===== config.mk =====
export PLATFORM = sky130hd
export DESIGN_NAME = tpit_area
export DESIGN_NICKNAME = d
export VERILOG_FILES = /design/src/tpit_pkg.sv /design/src/tpit_area.sv
export SDC_FILE = /design/constraint.sdc
export NUM_CORES = 1
export LEC_CHECK = 0
export BUFFER_PORTS_ARGS = -buffer_cell sky130_fd_sc_hd__clkbuf_2
export CAP_MARGIN = 20
export CORE_ASPECT_RATIO = 1.25
export CORE_MARGIN = 2
export CORE_UTILIZATION = 43
export CTS_CLUSTER_DIAMETER = 40
export CTS_CLUSTER_SIZE = 25
export DETAILED_ROUTE_END_ITERATION = 6
export SETUP_SLACK_MARGIN = 0.4
export SYNTH_ARGS = -nofsm -noshare
export SYNTH_HDL_FRONTEND = slang
export SYNTH_SLANG_ARGS = --single-unit

===== constraint.sdc =====
create_clock -name i_clk -period 14 [get_ports i_clk]
set_input_delay 1.4 -clock i_clk [delete_from_list [all_inputs] [get_ports i_clk]]
set_output_delay 1.4 -clock i_clk [all_outputs]
set_load 0.02 [all_outputs]

===== src/tpit_pkg.sv =====
// ----------------------------------------------------------------------------
// Triangle pixel inside test: package
// Transaction types, datapath widths and coordinate helpers.
// ----------------------------------------------------------------------------
`default_nettype none

package tpit_pkg;

    // Coordinate bits used by the test (4 to 14); fields stay 10 bits wide.
    localparam int COORD_BITS = 10;
    localparam int FIELD_W    = 10;
    localparam int DIFF_W     = COORD_BITS + 1;
    localparam int PROD_W     = 2 * DIFF_W;
    localparam int EDGE_W     = PROD_W + 1;
    localparam int SUM_W      = EDGE_W + 1;

    localparam logic [7:0] ALPHA_OPAQUE = 8'hFF;

    typedef logic        [COORD_BITS-1:0] t_coord;
    typedef logic signed [DIFF_W-1:0]     t_diff;
    typedef logic signed [PROD_W-1:0]     t_prod;
    typedef logic signed [EDGE_W-1:0]     t_edge;
    typedef logic signed [SUM_W-1:0]      t_sum;

    typedef struct packed {
        logic [FIELD_W-1:0] vert0_x;
        logic [FIELD_W-1:0] vert0_y;
        logic [FIELD_W-1:0] vert1_x;
        logic [FIELD_W-1:0] vert1_y;
        logic [FIELD_W-1:0] vert2_x;
        logic [FIELD_W-1:0] vert2_y;
        logic [7:0]         fill_red;
        logic [7:0]         fill_green;
        logic [7:0]         fill_blue;
        logic [FIELD_W-1:0] query_x;
        logic [FIELD_W-1:0] query_y;
    } t_tri_in;

    typedef struct packed {
        logic               write_enable;
        logic               degenerate;
        logic [FIELD_W-1:0] pixel_x;
        logic [FIELD_W-1:0] pixel_y;
        logic [31:0]        pixel_colour;
    } t_pix_out;

    // Triangle set up for the edge tests: vertex 0 is the apex after the swap,
    // a = v1 - v0, b = v2 - v0, c = p - v0, area is the positive cross a x b.
    typedef struct packed {
        logic               degen;
        t_edge              area;
        t_diff              ax;
        t_diff              ay;
        t_diff              bx;
        t_diff              by;
        t_diff              cx;
        t_diff              cy;
        logic [FIELD_W-1:0] pixel_x;
        logic [FIELD_W-1:0] pixel_y;
        logic [23:0]        rgb;
    } t_setup;

    function automatic t_coord crd(input logic [FIELD_W-1:0] v);
        return COORD_BITS'(v);
    endfunction

    function automatic t_diff sdiff(input t_coord a, input t_coord b);
        return $signed({1'b0, a}) - $signed({1'b0, b});
    endfunction

endpackage

`default_nettype wire


===== src/tpit_area.sv =====
// ----------------------------------------------------------------------------
// Triangle pixel inside test: area and setup stages
// Signed area, degenerate flag, winding swap and edge vectors (two stages).
// ----------------------------------------------------------------------------
`default_nettype none

module tpit_area (
    input  wire logic            i_clk,
    input  wire logic            i_rst_n,
    input  wire logic            i_valid,
    output logic                 o_stall,
    input  wire tpit_pkg::t_tri_in i_item,
    input  wire logic            i_ready,
    output logic                 o_setup_valid,
    output tpit_pkg::t_setup     o_setup
);
    import tpit_pkg::*;

    logic    rdy1;
    logic    rdy2;
    logic    r_v1;
    logic    r_v2;
    t_prod   r_m0;
    t_prod   r_m1;
    t_tri_in r_item;
    t_prod   n_m0;
    t_prod   n_m1;
    t_setup  r_setup;
    t_setup  n_setup;
    t_edge   area;
    logic    neg;
    t_coord  v0x, v0y, v1x, v1y, v2x, v2y, qx, qy;

    assign rdy2    = !r_v2 || i_ready;
    assign rdy1    = !r_v1 || rdy2;
    assign o_stall = !rdy1;

    // Stage 1: the two products of the area cross term.
    always_comb begin
        n_m0 = t_prod'(sdiff(crd(i_item.vert0_x), crd(i_item.vert2_x)))
             * t_prod'(sdiff(crd(i_item.vert1_y), crd(i_item.vert2_y)));
        n_m1 = t_prod'(sdiff(crd(i_item.vert1_x), crd(i_item.vert2_x)))
             * t_prod'(sdiff(crd(i_item.vert0_y), crd(i_item.vert2_y)));
    end

    // Stage 2: area sign picks the winding; swap vertices 0 and 1 when negative.
    always_comb begin
        area = t_edge'(r_m0) - t_edge'(r_m1);
        neg  = area[EDGE_W-1];
        v0x  = neg ? crd(r_item.vert1_x) : crd(r_item.vert0_x);
        v0y  = neg ? crd(r_item.vert1_y) : crd(r_item.vert0_y);
        v1x  = neg ? crd(r_item.vert0_x) : crd(r_item.vert1_x);
        v1y  = neg ? crd(r_item.vert0_y) : crd(r_item.vert1_y);
        v2x  = crd(r_item.vert2_x);
        v2y  = crd(r_item.vert2_y);
        qx   = crd(r_item.query_x);
        qy   = crd(r_item.query_y);

        n_setup.degen   = (area == '0);
        n_setup.area    = neg ? -area : area;
        n_setup.ax      = sdiff(v1x, v0x);
        n_setup.ay      = sdiff(v1y, v0y);
        n_setup.bx      = sdiff(v2x, v0x);
        n_setup.by      = sdiff(v2y, v0y);
        n_setup.cx      = sdiff(qx, v0x);
        n_setup.cy      = sdiff(qy, v0y);
        n_setup.pixel_x = FIELD_W'(qx);
        n_setup.pixel_y = FIELD_W'(qy);
        n_setup.rgb     = {r_item.fill_red, r_item.fill_green, r_item.fill_blue};
    end

    always_ff @(posedge i_clk) begin
        if (!i_rst_n) begin
            r_v1 <= 1'b0;
            r_v2 <= 1'b0;
        end else begin
            if (rdy1) begin
                r_v1 <= i_valid;
            end
            if (rdy2) begin
                r_v2 <= r_v1;
            end
        end
    end

    always_ff @(posedge i_clk) begin
        if (rdy1) begin
            r_m0   <= n_m0;
            r_m1   <= n_m1;
            r_item <= i_item;
        end
        if (rdy2) begin
            r_setup <= n_setup;
        end
    end

    assign o_setup_valid = r_v2;
    assign o_setup       = r_setup;

endmodule

`default_nettype wire


After elaboration in Yosys (flattened, before gate mapping)
Cells that the tools add are included.
W data, S select, Z words.
{"block": "word_totals", "elab_cells": 52, "reg_bits": 284}
{"block": "op_classes", "reduce_logical": 6, "add_sub_neg": 12, "n_mux": 5, "mul": 2}
{"op": "$sub A10 B10 Y11", "n": 10}
{"op": "$mul A11 B11 Y22", "n": 2}
{"op": "$mux W10", "n": 4}
{"op": "$logic_not A23 Y1", "n": 1}
{"op": "$neg A23 Y23", "n": 1}
{"op": "$sub A22 B22 Y23", "n": 1}
{"op": "$mux W22", "n": 1}
{"op": "$logic_not A1 Y1", "n": 3}
{"op": "$logic_or A1 B1 Y1", "n": 2}

Logic depth before layout (Yosys ltp)
{"block": "logic_depth", "depth_word": 4, "depth_mapped": 33, "mapped_depth_nobuf": 32}

Least setup slack after synthesis
OpenSTA, ideal clock, no wires.
{"block": "synth_timing", "path_kind": "input to register", "start": "input port i_item[45] in the netlist's numbering", "end": "register r_m1[20], data pin", "path_buffers": 1, "arrival_time_ps": 7844, "stages": 29, "path_slack_ps": 5895, "path_cell_list": "inv_1 > ha_1 > nor2b_1 > o21ai_0 > nand2b_1 > a21o_1 > a21o_1 > a21o_1 > a21o_1 > a21o_1 > a21oi_1 > xor2_1 > clkbuf_1 > nor2_1 > fa_1 > fa_1 > fa_1 > fa_1 > inv_1 > fa_1 > inv_1 > ha_1 > o21ai_0 > a21boi_0 > o21ai_0 > a21o_1 > a21o_1 > and3_1 > a311o_1"}
{"block": "synth_between", "elab_chain_len": 2}
{"item": "from (decl)", "line_no": "tpit_area.sv:12", "rtl": "input wire tpit_pkg::t_tri_in i_item,"}
{"item": "$sub A10 B10 Y11", "line_no": "tpit_pkg.sv:68", "rtl": "return $signed({1'b0, a}) - $signed({1'b0, b});"}
{"item": "$mul A11 B11 Y22", "line_no": "tpit_area.sv:43", "rtl": "* t_prod'(sdiff(crd(i_item.vert0_y), crd(i_item.vert2_y)));"}
{"item": "named net n_m1[20]", "line_no": "tpit_area.sv:27", "rtl": "t_prod n_m1;"}
{"item": "to (signal assigned)", "line_no": "tpit_area.sv:89", "rtl": "r_m1 <= n_m1;"}
{"item": "to (decl)", "line_no": "tpit_area.sv:24", "rtl": "t_prod r_m1;"}
The timed path passes the listed nets, and every way through them passes these cells.
A chain may end at the register's enable or synchronous reset.

Final worst setup path
{"block": "layout_timing", "start": "input port i_item[45] in the netlist's numbering", "end": "register r_m0[20], data pin"}
{"block": "layout_between", "elab_chain_len": 2}
{"item": "$sub A10 B10 Y11", "line_no": "tpit_pkg.sv:68"}
{"item": "$mul A11 B11 Y22", "line_no": "tpit_area.sv:41", "rtl": "* t_prod'(sdiff(crd(i_item.vert1_y), crd(i_item.vert2_y)));"}
{"item": "named net n_m0[20]", "line_no": "tpit_area.sv:26", "rtl": "t_prod n_m0;"}
{"item": "to (signal assigned)", "line_no": "tpit_area.sv:88", "rtl": "r_m0 <= n_m0;"}
{"item": "to (decl)", "line_no": "tpit_area.sv:23", "rtl": "t_prod r_m0;"}
The timed path passes the listed nets, and every way through them passes these cells.

==> flow_summary.ini <==
[global_routing]
grt_overflow = 0
grtUsageTotal_pct = 20.49
antenna_found_initial = 3
grt_max_degree = 72
grt_pass1_wl_mm = 92.48
grt_pass1_vias = 17309

[detailed_routing]
dr.pass1.iters = 5
wl_met2_mm = 29.93
routedWlPerCell_um = 17.70
drt_wl_total_mm = 57.69
topRoutingLayerUsed = met5
ant_nets = 0
drt_iter0_drc = 756
drc_errors = 0
drt-met1-wl_mm = 23.34
dr_total_vias = 16516
wl_met3_mm = 2.290
viasPerCell = 5.068

[final_layout]
syn_to_final_growth_pct = 14.17
fin_nets = 3043
drive_above_1_share_pct = 13.45
multi_input_area_um2 = 13760
final.fill_count = 5095
post-route-cell-area_um2 = 27320
regArea_um2 = 8508
final_cells = 3259

[synthesis]
synthesis.area_um2 = 23930
synth_top_area_share_pct = 35.39
seq_area_frac_synth_pct = 35.56
synthArstFlopShare_pct = 0
syn_avg_cell_area_um2 = 10.72
netlist-cell-type-count = 66
syn_nets = 2783
synth_seq_cells = 284
synth_ff_type = edfxtp_1
yosysMostFrequentCell = inv_1
yosysWarnings = 0
syn_inst = 2233
synth_edf_count = 282
synth_common_cells = inv_1 (409), edfxtp_1 (282), fa_1 (244)
synth_area_leader_cell = edfxtp_1
synth.area.top_cells = edfxtp_1 (35%), fa_1 (20%), ha_1 (10%)

[floorplan]
rows = 96
coreArea_um2 = 55010
die_w_um = 215.0
num_io_pins = 244
fp.dieH_um = 267.7
die_area_um2 = 57560
start_util_pct = 43.50

[cts]
postCtsSetupBuffers = 0
cts_sinks = 284
cts-resized-gates = 0
htree_levels = 2
cts_buffers = 39
cts_hold_buf = 0
insertion_delay_ps = 570
cts-root-buf = clkbuf_16
cts_buffer_depth = 3
path_clk_slew_ps = 50
cts_tree = built

[job]
drv_cap = 0

[sta]
grt_setup_unrepaired = false
final_max_slew_viol_count = 0
fin_tns_setup_ps = 0
fmax_ghz = 0.1131
hold_violations = 0
worstMarginPinSlew_ps = 1035
finClkSkew_ps = 33.43
slew_headroom_pct = 30.78
setup-violations-final = 0
timing.final.crit_period_ps = 8843
post-route-period-util_pct = 63.16

[place]
dpl.cell_count = 3187
place_congestion = 0.8658
hpwl_mm = 48.24
placed_area_um2 = 26010
port_buffers = 243

[critical_path]
worstPathMaxFanout = 11
end_kind = flip-flop
path_delay_family = compound AO/OA/AOI/OAI gates
startpoint_type = input port
path_class = input port to flip-flop
cpPeakStageDelay_ps = 730
slowest_stage = xor2_1
arrival_ps = 9160
cp.required_ps = 14320
critical_path_buf_inv_count = 5

[min_path]
hold_class = flip-flop to flip-flop

[status]
status = completed
final cells by class:
cell class / count / share of cell area, %
Multi-Input combinational cell: 1506 / 50.36
Sequential cell: 284 / 31.14
Inverter: 410 / 5.652
Timing Repair Buffer: 252 / 4.699
Clock buffer: 41 / 3.678
Tap cell: 735 / 3.366
Clock inverter: 28 / 1.072
Antenna cell: 3 / 0.02748
logic make-up after synthesis:
logic type                 synth area share, %
buffers and inverters                    6.981
muxes                                   0.1673
adders and majority gates                31.73
AOI/OAI and AO/OA                        9.491
and+or+nand+nor                          9.302
DFF                                      35.56
xor gates and xnor gates                 6.772
through the flow:
step / setup slack [ps] / utilization (%) / hold WS, ps
finish: 5157 / 49.66 / 413.7
global route: 4551 / 49.65 / 417.8
CTS: 5211 / 49.65 / 415.6
detailed placement: 4670 / 47.29 / 404.5
global placement: 4765 / 47.27 / 400.2
floorplan: 5895 / - / 400.3
metal layers:
layer	vias to the layer above	global-route usage [%]
met3	113	2.569
met2	361	36.83
li1	7873	-
met4	2	8.071
met5	-	0
met1	8167	25.13
cells in the final DEF, fill, tap and decap left out, types with 8 or more instances in the layout:
| cell | count |
|---|---|
| a21boi_0 | 10 |
| a21o_1 | 75 |
| a21oi_1 | 102 |
| a31oi_1 | 10 |
| and2_1 | 11 |
| buf_4 | 9 |
| clkbuf_16 | 40 |
| clkbuf_2 | 243 |
| edfxtp_1 | 282 |
| fa_1 | 244 |
| ha_1 | 198 |
| inv_1 | 408 |
| inv_6 | 8 |
| maj3_1 | 23 |
| nand2_1 | 166 |
| nand2b_1 | 36 |
| nand3_1 | 11 |
| nor2_1 | 203 |
| nor2b_1 | 30 |
| nor3_1 | 16 |
| o21ai_0 | 57 |
| o21ai_1 | 9 |
| o21bai_1 | 23 |
| xnor2_1 | 113 |
| xor2_1 | 72 |
state kept, by name, indices dropped and copies added (netlist names):
signal and count:
qx 10, o_setup_valid 1, qy 10, v2y 10, n_setup 24, o_setup 134, r_m0 22, r_m1 22
r_item 40, v2x 10, r_v1 1
final timing paths:
| path | to | slack, ps | startpoint | depth (start not counted) |
|---|---|---|---|---|
| min | o_setup[11] | 410 | n_setup[11] | 0 |
| min reg2reg | o_setup[11] | 410 | n_setup[11] | 0 |
| max | r_m0[20] | 5160 | i_item[45] | 31 |
| max reg2reg | o_setup[87] | 8390 | r_m0[0] | 23 |
worst reg2reg max path: cells and delay by family (launching register included):
family          cells  cell delay [ps]
compound gates     13             2850
fa+ha+maj           4             1190
buf+inv             4              680
flops               1              360
simple gates        2              360
Power is not shown: default switching activity piles up to over one toggle a cycle in this logic, so the estimate is an artifact.
